==> config.mk <==
export PLATFORM = sky130hd
export DESIGN_NAME = sync_crc_frame_receiver_top_flat
export DESIGN_NICKNAME = d
export VERILOG_FILES = /design/src/hdl/scfr_pkg.sv /design/src/hdl/scfr_if.sv /design/src/hdl/scfr_ctrl.sv /design/src/hdl/scfr_dp.sv /design/src/hdl/sync_crc_frame_receiver_top.sv /design/src/flat_wrapper.sv
export SDC_FILE = /design/constraint.sdc
export NUM_CORES = 1
export LEC_CHECK = 0
export ABC_AREA = 1
export BUFFER_PORTS_ARGS = -buffer_cell sky130_fd_sc_hd__buf_4
export CAP_MARGIN = 20
export CELL_PAD_IN_SITES_DETAIL_PLACEMENT = 0
export CELL_PAD_IN_SITES_GLOBAL_PLACEMENT = 1
export CORE_MARGIN = 8
export CORE_UTILIZATION = 40
export DETAILED_ROUTE_END_ITERATION = 12
export HOLD_SLACK_MARGIN = 0.06
export PLACE_DENSITY_LB_ADDON = 0.08
export SLEW_MARGIN = 0
export SYNTH_ARGS = -nofsm -noshare
export SYNTH_HDL_FRONTEND = slang
export SYNTH_SLANG_ARGS = --single-unit
==> constraint.sdc <==
create_clock -name clk -period 2.9 [get_ports clk]
set_input_delay 0.145 -clock clk [delete_from_list [all_inputs] [get_ports clk]]
set_output_delay 0.145 -clock clk [all_outputs]
set_load 0.02 [all_outputs]
==> src/hdl/scfr_pkg.sv <==
`default_nettype none
package scfr_pkg;

	localparam int BYTE_W   = 8;
	localparam int LEN_W    = 7;
	localparam int IDX_W    = 6;
	localparam int CRC_W    = 16;
	localparam int CFG_IDX_W = 1;

	localparam logic [CRC_W-1:0] CRC_POLY = 16'h1021;
	localparam logic [CRC_W-1:0] CRC_INIT = 16'hFFFF;
	localparam logic [CRC_W-1:0] CRC_MSB  = 16'h8000;

	localparam logic [CFG_IDX_W-1:0] CFG_SYNC_FIRST  = 1'd0;
	localparam logic [CFG_IDX_W-1:0] CFG_SYNC_SECOND = 1'd1;

	localparam logic [BYTE_W-1:0] SYNC_FIRST_RST  = 8'd170;
	localparam logic [BYTE_W-1:0] SYNC_SECOND_RST = 8'd85;

	typedef struct packed {
		logic crc_init;
		logic crc_upd;
		logic cap_cmd;
		logic cap_seq;
		logic cap_len;
		logic clr_wpos;
		logic wr_pay;
		logic cap_crc_hi;
		logic rd_clr;
		logic rd_next;
		logic out_load;
	} ctrl_cmd_t;

	typedef struct packed {
		logic match_first;
		logic match_second;
		logic len_big;
		logic len_zero_in;
		logic wpos_done;
		logic crc_match;
		logic held_len_zero;
		logic rd_last;
		logic out_free;
	} dp_status_t;

	function automatic logic [CRC_W-1:0] crc16_byte(input logic [CRC_W-1:0] acc,
		input logic [BYTE_W-1:0] b);
		logic [CRC_W-1:0] c;
		c = acc ^ {b, 8'h00};
		for (int k = 0; k < 8; k++) begin
			if ((c & CRC_MSB) != '0) begin
				c = (c << 1) ^ CRC_POLY;
			end else begin
				c = c << 1;
			end
		end
		return c;
	endfunction

endpackage
`default_nettype wire

==> src/hdl/scfr_if.sv <==
`default_nettype none
interface scfr_rx_if;
	logic       valid;
	logic       ready;
	logic [7:0] rx_byte;

	modport source (output valid, output rx_byte, input ready);
	modport sink (input valid, input rx_byte, output ready);
endinterface

interface scfr_frame_if;
	logic       valid;
	logic       ready;
	logic [7:0] frame_command;
	logic [7:0] frame_sequence;
	logic [6:0] frame_length;
	logic       has_payload;
	logic [7:0] payload_byte;
	logic [5:0] byte_index;
	logic       last;

	modport source (output valid, output frame_command, output frame_sequence,
		output frame_length, output has_payload, output payload_byte,
		output byte_index, output last, input ready);
	modport sink (input valid, input frame_command, input frame_sequence,
		input frame_length, input has_payload, input payload_byte,
		input byte_index, input last, output ready);
endinterface
`default_nettype wire

==> src/hdl/scfr_ctrl.sv <==
`default_nettype none
module scfr_ctrl (
	input  wire logic                clk,
	input  wire logic                arst_n,
	input  wire logic                in_valid,
	output logic                     ready,
	input  wire scfr_pkg::dp_status_t status,
	output scfr_pkg::ctrl_cmd_t      cmd
);
	import scfr_pkg::*;

	localparam logic [3:0] ST_SYNC0   = 4'd0;
	localparam logic [3:0] ST_SYNC1   = 4'd1;
	localparam logic [3:0] ST_CMD     = 4'd2;
	localparam logic [3:0] ST_SEQ     = 4'd3;
	localparam logic [3:0] ST_LEN     = 4'd4;
	localparam logic [3:0] ST_PAYLOAD = 4'd5;
	localparam logic [3:0] ST_CRC_HI  = 4'd6;
	localparam logic [3:0] ST_CRC_LO  = 4'd7;
	localparam logic [3:0] ST_EMIT_RD = 4'd8;
	localparam logic [3:0] ST_EMIT_LD = 4'd9;

	logic [3:0] st_q;
	logic [3:0] st_d;
	logic       in_fire;

	assign ready   = (st_q != ST_EMIT_RD) && (st_q != ST_EMIT_LD);
	assign in_fire = in_valid && ready;

	always_comb begin
		st_d = st_q;
		cmd  = '0;
		case (st_q)
			ST_SYNC1: begin
				if (in_fire) begin
					if (status.match_second) begin
						st_d         = ST_CMD;
						cmd.crc_init = 1'b1;
					end else begin
						st_d = ST_SYNC0;
					end
				end
			end
			ST_CMD: begin
				if (in_fire) begin
					cmd.cap_cmd = 1'b1;
					cmd.crc_upd = 1'b1;
					st_d        = ST_SEQ;
				end
			end
			ST_SEQ: begin
				if (in_fire) begin
					cmd.cap_seq = 1'b1;
					cmd.crc_upd = 1'b1;
					st_d        = ST_LEN;
				end
			end
			ST_LEN: begin
				if (in_fire) begin
					cmd.cap_len = 1'b1;
					cmd.crc_upd = 1'b1;
					if (status.len_big) begin
						st_d = ST_SYNC0;
					end else if (status.len_zero_in) begin
						st_d = ST_CRC_HI;
					end else begin
						cmd.clr_wpos = 1'b1;
						st_d         = ST_PAYLOAD;
					end
				end
			end
			ST_PAYLOAD: begin
				if (in_fire) begin
					cmd.wr_pay  = 1'b1;
					cmd.crc_upd = 1'b1;
					if (status.wpos_done) begin
						st_d = ST_CRC_HI;
					end
				end
			end
			ST_CRC_HI: begin
				if (in_fire) begin
					cmd.cap_crc_hi = 1'b1;
					st_d           = ST_CRC_LO;
				end
			end
			ST_CRC_LO: begin
				if (in_fire) begin
					if (status.crc_match) begin
						cmd.rd_clr = 1'b1;
						st_d = status.held_len_zero ? ST_EMIT_LD : ST_EMIT_RD;
					end else begin
						st_d = ST_SYNC0;
					end
				end
			end
			ST_EMIT_RD: begin
				st_d = ST_EMIT_LD;
			end
			ST_EMIT_LD: begin
				if (status.out_free) begin
					cmd.out_load = 1'b1;
					if (status.held_len_zero || status.rd_last) begin
						st_d = ST_SYNC0;
					end else begin
						cmd.rd_next = 1'b1;
						st_d        = ST_EMIT_RD;
					end
				end
			end
			default: begin
				if (in_fire) begin
					st_d = status.match_first ? ST_SYNC1 : ST_SYNC0;
				end
			end
		endcase
	end

	always_ff @(posedge clk or negedge arst_n) begin
		if (!arst_n) begin
			st_q <= ST_SYNC0;
		end else begin
			st_q <= st_d;
		end
	end

`ifndef SYNTHESIS
	a_payload_end: assert property (@(posedge clk) disable iff (!arst_n)
		(st_q == ST_PAYLOAD && in_fire && status.wpos_done) |=> (st_q == ST_CRC_HI))
		else $error("payload end did not move to crc capture");
	a_crc_drop: assert property (@(posedge clk) disable iff (!arst_n)
		(st_q == ST_CRC_LO && in_fire && !status.crc_match) |=> (st_q == ST_SYNC0))
		else $error("crc mismatch did not drop the frame");
	a_emit_hold: assert property (@(posedge clk) disable iff (!arst_n)
		(st_q == ST_EMIT_LD && !status.out_free) |=> (st_q == ST_EMIT_LD))
		else $error("emission advanced over a held beat");
`endif

endmodule
`default_nettype wire

==> src/hdl/scfr_dp.sv <==
`default_nettype none
module scfr_dp #(
	parameter int MAX_PAYLOAD = 64
) (
	input  wire logic                         clk,
	input  wire logic                         arst_n,
	input  wire logic                         cfg_we,
	input  wire logic [scfr_pkg::CFG_IDX_W-1:0] cfg_index,
	input  wire logic [scfr_pkg::BYTE_W-1:0]  cfg_wdata,
	input  wire logic [scfr_pkg::BYTE_W-1:0]  rx_byte,
	input  wire scfr_pkg::ctrl_cmd_t          cmd,
	output scfr_pkg::dp_status_t              status,
	scfr_frame_if.source                      frame
);
	import scfr_pkg::*;

	localparam int AW = (MAX_PAYLOAD > 1) ? $clog2(MAX_PAYLOAD) : 1;

	logic [BYTE_W-1:0] sync_first_q;
	logic [BYTE_W-1:0] sync_second_q;
	logic [BYTE_W-1:0] held_cmd_q;
	logic [BYTE_W-1:0] held_seq_q;
	logic [LEN_W-1:0]  held_len_q;
	logic [LEN_W-1:0]  wpos_q;
	logic [LEN_W-1:0]  wpos_inc;
	logic [CRC_W-1:0]  crc_q;
	logic [BYTE_W-1:0] rcrc_hi_q;
	logic [IDX_W-1:0]  rd_idx_q;
	logic [BYTE_W-1:0] rd_data_q;
	logic [BYTE_W-1:0] mem [MAX_PAYLOAD];
	logic              out_valid_q;
	logic              out_free;
	logic              last_out;

	assign wpos_inc = wpos_q + LEN_W'(1);
	assign out_free = !out_valid_q || frame.ready;
	assign last_out = status.held_len_zero || status.rd_last;

	always_comb begin
		status.match_first   = (rx_byte == sync_first_q);
		status.match_second  = (rx_byte == sync_second_q);
		status.len_big       = (rx_byte > BYTE_W'(MAX_PAYLOAD));
		status.len_zero_in   = (rx_byte == '0);
		status.wpos_done     = (wpos_inc >= held_len_q);
		status.crc_match     = (crc_q == {rcrc_hi_q, rx_byte});
		status.held_len_zero = (held_len_q == '0);
		status.rd_last       = ((LEN_W'(rd_idx_q) + LEN_W'(1)) == held_len_q);
		status.out_free      = out_free;
	end

	always_ff @(posedge clk or negedge arst_n) begin
		if (!arst_n) begin
			sync_first_q  <= SYNC_FIRST_RST;
			sync_second_q <= SYNC_SECOND_RST;
		end else if (cfg_we) begin
			case (cfg_index)
				CFG_SYNC_FIRST:  sync_first_q  <= cfg_wdata;
				CFG_SYNC_SECOND: sync_second_q <= cfg_wdata;
				default: begin
				end
			endcase
		end
	end

	always_ff @(posedge clk) begin
		if (cmd.cap_cmd) begin
			held_cmd_q <= rx_byte;
		end
		if (cmd.cap_seq) begin
			held_seq_q <= rx_byte;
		end
		if (cmd.cap_len) begin
			held_len_q <= rx_byte[LEN_W-1:0];
		end
		if (cmd.clr_wpos) begin
			wpos_q <= '0;
		end else if (cmd.wr_pay) begin
			wpos_q <= wpos_inc;
		end
		if (cmd.crc_init) begin
			crc_q <= CRC_INIT;
		end else if (cmd.crc_upd) begin
			crc_q <= crc16_byte(crc_q, rx_byte);
		end
		if (cmd.cap_crc_hi) begin
			rcrc_hi_q <= rx_byte;
		end
		if (cmd.rd_clr) begin
			rd_idx_q <= '0;
		end else if (cmd.rd_next) begin
			rd_idx_q <= rd_idx_q + IDX_W'(1);
		end
	end

	always_ff @(posedge clk) begin
		if (cmd.wr_pay) begin
			mem[wpos_q[AW-1:0]] <= rx_byte;
		end
		rd_data_q <= mem[rd_idx_q[AW-1:0]];
	end

	always_ff @(posedge clk or negedge arst_n) begin
		if (!arst_n) begin
			out_valid_q <= 1'b0;
		end else if (cmd.out_load) begin
			out_valid_q <= 1'b1;
		end else if (frame.ready) begin
			out_valid_q <= 1'b0;
		end
	end

	always_ff @(posedge clk) begin
		if (cmd.out_load) begin
			frame.frame_command  <= held_cmd_q;
			frame.frame_sequence <= held_seq_q;
			frame.frame_length   <= held_len_q;
			frame.has_payload    <= !status.held_len_zero;
			frame.payload_byte   <= status.held_len_zero ? '0 : rd_data_q;
			frame.byte_index     <= status.held_len_zero ? '0 : rd_idx_q;
			frame.last           <= last_out;
		end
	end

	assign frame.valid = out_valid_q;

`ifndef SYNTHESIS
	a_no_overwrite: assert property (@(posedge clk) disable iff (!arst_n)
		cmd.out_load |-> out_free)
		else $error("output beat overwritten before it was taken");
	a_idx_in_range: assert property (@(posedge clk) disable iff (!arst_n)
		(cmd.out_load && !status.held_len_zero) |-> (LEN_W'(rd_idx_q) < held_len_q))
		else $error("payload read beyond frame length");
	a_load_shows: assert property (@(posedge clk) disable iff (!arst_n)
		cmd.out_load |=> (frame.valid && (frame.last == $past(last_out))))
		else $error("loaded beat not presented");
`endif

endmodule
`default_nettype wire

==> src/hdl/sync_crc_frame_receiver_top.sv <==
// Channel  Dir  Beat                                      Accepted when
// rx       in   rx_byte                                   rx.valid && rx.ready
// frame    out  command, sequence, length, payload byte   frame.valid && frame.ready
// cfg      in   cfg_index, cfg_wdata                      cfg_we
//
// Receiving, one rx beat is taken per cycle.
// After the low CRC byte of a matching frame rx stalls while the payload is read
// back: a memory read step and an output load step per frame beat, one load-only beat for an empty frame.
// The last frame beat may wait in the output register while rx is taken again.
// Reset is asynchronous; the payload memory has no clearing pass.
// frame.ready low while a beat is waiting holds the emission loop at its load step.
`default_nettype none
module sync_crc_frame_receiver_top #(
	parameter int MAX_PAYLOAD = 64
) (
	input  wire logic                           clk,
	input  wire logic                           arst_n,
	input  wire logic                           cfg_we,
	input  wire logic [scfr_pkg::CFG_IDX_W-1:0] cfg_index,
	input  wire logic [scfr_pkg::BYTE_W-1:0]    cfg_wdata,
	scfr_rx_if.sink                             rx,
	scfr_frame_if.source                        frame
);
	import scfr_pkg::*;

	ctrl_cmd_t  cmd;
	dp_status_t status;
	logic       ctl_ready;

	assign rx.ready = ctl_ready;

	scfr_ctrl u_ctrl (
		.clk      (clk),
		.arst_n   (arst_n),
		.in_valid (rx.valid),
		.ready    (ctl_ready),
		.status   (status),
		.cmd      (cmd)
	);

	scfr_dp #(
		.MAX_PAYLOAD (MAX_PAYLOAD)
	) u_dp (
		.clk       (clk),
		.arst_n    (arst_n),
		.cfg_we    (cfg_we),
		.cfg_index (cfg_index),
		.cfg_wdata (cfg_wdata),
		.rx_byte   (rx.rx_byte),
		.cmd       (cmd),
		.status    (status),
		.frame     (frame)
	);

endmodule
`default_nettype wire
==> src/flat_wrapper.sv <==
// flat-port wrapper written by rule: the top's interface ports become plain ports
module sync_crc_frame_receiver_top_flat import scfr_pkg::*;
#(
	parameter int MAX_PAYLOAD = 64
)
  (clk, arst_n, cfg_we, cfg_index, cfg_wdata, rx_valid, rx_rx_byte, rx_ready, frame_valid, frame_frame_command, frame_frame_sequence, frame_frame_length, frame_has_payload, frame_payload_byte, frame_byte_index, frame_last, frame_ready);
  scfr_rx_if rx_i ();
  scfr_frame_if frame_i ();
  input  wire logic clk;
  input  wire logic arst_n;
  input  wire logic cfg_we;
  input  wire logic [scfr_pkg::CFG_IDX_W-1:0] cfg_index;
  input  wire logic [scfr_pkg::BYTE_W-1:0] cfg_wdata;
  input wire logic [$bits(rx_i.valid)-1:0] rx_valid;
  input wire logic [$bits(rx_i.rx_byte)-1:0] rx_rx_byte;
  output wire logic [$bits(rx_i.ready)-1:0] rx_ready;
  output wire logic [$bits(frame_i.valid)-1:0] frame_valid;
  output wire logic [$bits(frame_i.frame_command)-1:0] frame_frame_command;
  output wire logic [$bits(frame_i.frame_sequence)-1:0] frame_frame_sequence;
  output wire logic [$bits(frame_i.frame_length)-1:0] frame_frame_length;
  output wire logic [$bits(frame_i.has_payload)-1:0] frame_has_payload;
  output wire logic [$bits(frame_i.payload_byte)-1:0] frame_payload_byte;
  output wire logic [$bits(frame_i.byte_index)-1:0] frame_byte_index;
  output wire logic [$bits(frame_i.last)-1:0] frame_last;
  input wire logic [$bits(frame_i.ready)-1:0] frame_ready;
  assign rx_i.valid = rx_valid;
  assign rx_i.rx_byte = rx_rx_byte;
  assign rx_ready = rx_i.ready;
  assign frame_valid = frame_i.valid;
  assign frame_frame_command = frame_i.frame_command;
  assign frame_frame_sequence = frame_i.frame_sequence;
  assign frame_frame_length = frame_i.frame_length;
  assign frame_has_payload = frame_i.has_payload;
  assign frame_payload_byte = frame_i.payload_byte;
  assign frame_byte_index = frame_i.byte_index;
  assign frame_last = frame_i.last;
  assign frame_i.ready = frame_ready;
  sync_crc_frame_receiver_top #(.MAX_PAYLOAD(MAX_PAYLOAD)) u_core (.clk(clk), .arst_n(arst_n), .cfg_we(cfg_we), .cfg_index(cfg_index), .cfg_wdata(cfg_wdata), .rx(rx_i), .frame(frame_i));
endmodule
==> results.toml <==
[floorplan]
core_area_mm2 = 0.0655
die_x_um = 273
rows = 94
start_util = 0.402
die_area_mm2 = 0.0743
die_h_um = 273
boundaryPins = 63

[power_and_ir_drop]
p_leak_nw = 10.8
peakVddDrop_v = 0.000491
powerDensity_mw_per_mm2 = 681
sw_frac_of_total = 0.243
power.share.sequential = 0.504
p_int_mw = 15.8
pwr-share-clk = 0.411
pwr-share-comb = 0.086
p_sw_mw = 5.09
p_total_mw = 20.9

[routing]
drt-total-wl_um = 76300
drc_errors = 0
detail-route-antenna-nets = 0
drt_iter0_markers = 1538
viasPerCell = 5.34
vias = 17700
first_pass_iters = 5
wire_per_inst_um = 23.1

[placed_design]
hpwlAfterDp_um = 47800
io_buffer_count = 62
gp_congestion = 0.821

[worst_setup_path]
cp.depth = 7
path_max_fanout = 11
timing.rr.start = "u_core.u_ctrl.st_q[0]"
critPathSlowestCell = "dfrtp_1"
r2r-end = "u_core.u_dp.mem[25][1]"
reg2reg_depth = 7
cp.required_ps = 3130
critical-path-top-delay-family = "simple AND/OR/NAND/NOR gates"
critPathBufInv = 2
critPathMaxStageDelay_ps = 520
critical_path_arrival_ps = 2800
reg2reg_slack_ps = 330
cp-start-kind = "flop"
critPathKind = "reg -> reg"
cp-startpoint = "u_core.u_ctrl.st_q[0]"
path_cells = "inv_1 -> nor3_2 -> nand2_2 -> nor2_4 -> nand3_1 -> buf_4 -> nor2_1"
end_kind = "flop"

[worst_hold_path]
hold_class = "in -> async"

[synthesis]
syn_nets = 2272
yosys-top-cells-area = "edfxtp_1 (66%), nor2_1 (5.4%), o21ai_0 (5.2%)"
avgSynthCellArea_um2 = 11.7
synth_top_area_frac = 0.664
synth_async_sr_flop_share = 0.0328
synth_ff_type = "edfxtp_1"
synth_area_mm2 = 0.0263
yosysTopAreaCell = "edfxtp_1"
ys_seq_area_frac = 0.712
synth-seq-cells = 640
syn_inst = 2241
synth_most_common_cell = "edfxtp_1"
synth-edff-count = 582
yosysWarnings = 0
ys_types = 45
synth_commonest_cells = "edfxtp_1 (582), nor2_1 (380), nand2_1 (320)"

[timing]
drv_slew = 0
finalCriticalPeriod_ps = 2570
final_hold_viol_count = 0
timing.final.crit_share = 0.887
fin_skew_ps = 21.3
report.final.setup_viol = 0
slew_headroom = 0.327
tns_ps = 0
rsz0062_at_grt = "false"
fmax_mhz = 389
tightest_slew_ps = 1010

[job]
drv_cap = 0

[clock_network]
clock-sinks = 640
cts_setup_buffers = 0
cts.path.max_buffers = 3
numCtsBuffers = 70
clk_pin_slew_ps = 60
clk_latency_ps = 610
htree_levels = 3
cts_root_buf = "clkbuf_16"
cts_tree = "built"

[finish]
layout-drive-gt1-share = 0.132
antennaDiodeCount = 0
area.growth.synth_to_final_pct = 16.8
final_nets = 2420

[global_routing]
grtUsageMet2 = 0.327
grt_start_max_net_pins = 90
grt_pass1_vias = 17600
use_met1 = 0.281
grt_overflow_total = 0
grt_busiest_layer = "met2"
grtUsageMet3 = 0.0293
track_usage = 0.202
grt_pass1_wl_um = 114000
antenna_found_initial = 1

[outcome]
status = "complete, no violations"
cells by family after synthesis:
family,share of synthesized area
AO/OA/AOI/OAI,0.0964
AND/OR/NAND/NOR,0.135
buffers and inverters,0.0371
adder cells (fa/ha/maj),0.00428
flip-flops,0.712
XOR/XNOR,0.0146
registers in the layout, indices dropped and copies added (netlist names), 8 cells and up:
register / count
u_core.u_dp.mem: 512
u_core.u_dp.crc_q: 16
u_core.u_dp.frame.frame_command: 8
u_core.u_dp.frame.frame_sequence: 8
u_core.u_dp.frame.payload_byte: 8
u_core.u_dp.held_cmd_q: 8
u_core.u_dp.held_seq_q: 8
u_core.u_dp.rcrc_hi_q: 8
u_core.u_dp.rd_data_q: 8
u_core.u_dp.sync_first_q: 8
u_core.u_dp.sync_second_q: 8
final cells by class:
cell class              instances  area (um^2)
multi-input cells            1369         6600
fillers                      5964        34800
well taps                     864         1080
flip-flops and latches        640        18800
inverters                     107          408
clock buffers                 101         1940
repair buffers                201         1680
clock inverters                28          274
power by group through the flow:
stage | clock, mW | sequential [mW] | combinational [mW]
after detailed placement | 0 | 10.7 | 1.78
after global placement | 0 | 10.7 | 1.78
final | 8.60 | 10.5 | 1.79
after floorplan | 0 | 10.6 | 1.19
after global routing | 9.13 | 10.6 | 2.01
after CTS | 8.79 | 10.5 | 1.81
stage by stage:
stage	util	instance area [um^2]	setup slack, ps	cells	hold WS [ps]
finish	0.469	30700	327	3310	92.6
global route	0.469	30700	128	3310	117
CTS	0.469	30700	299	3310	66.7
detailed placement	0.433	28400	343	3164	44.0
global placement	0.433	28400	436	3164	45.8
floorplan	-	26300	370	2241	-151
routing by layer:
| metal | up-vias | part of all wire | routed length, um |
|---|---|---|---|
| met5 | - | 0 | 0 |
| met4 | 0 | 0.024 | 1860 |
| met3 | 107 | 0.049 | 3750 |
| met2 | 459 | 0.47 | 36200 |
| met1 | 8840 | 0.45 | 34500 |
| li1 | 8266 | - | - |
worst max-delay path by stage:
stage / slack (ps) / end
detailed placement: 340 / u_core.u_dp.mem[25][5]
finish: 330 / u_core.u_dp.mem[25][1]
global route: 130 / u_core.u_dp.mem[25][1]
global placement: 440 / u_core.u_dp.mem[25][2]
floorplan: 370 / u_core.u_dp.rd_idx_q[0]
CTS: 300 / u_core.u_dp.mem[25][1]
repair_timing:
action | CTS | global route
resized for setup | 0 | 0
hold endpoints to repair | 81 | 0
hold buffers | 17 | 0
placed cells by master (no fill, tap or decap), types with 13 or more instances in the layout:
master / instances
nand3_1: 111
a21oi_1: 28
clkbuf_16: 71
clkinv_2: 13
dfxtp_1: 34
edfxtp_1: 582
xor2_1: 14
dlygate4sd3_1: 17
o211ai_1: 28
xnor2_1: 30
o22ai_1: 97
clkinv_1: 14
o21ai_0: 276
nor2_1: 380
buf_4: 174
clkbuf_1: 25
dfrtp_1: 13
nand4_1: 18
inv_1: 89
nand2_1: 320
(Power assumes the default switching activity.)
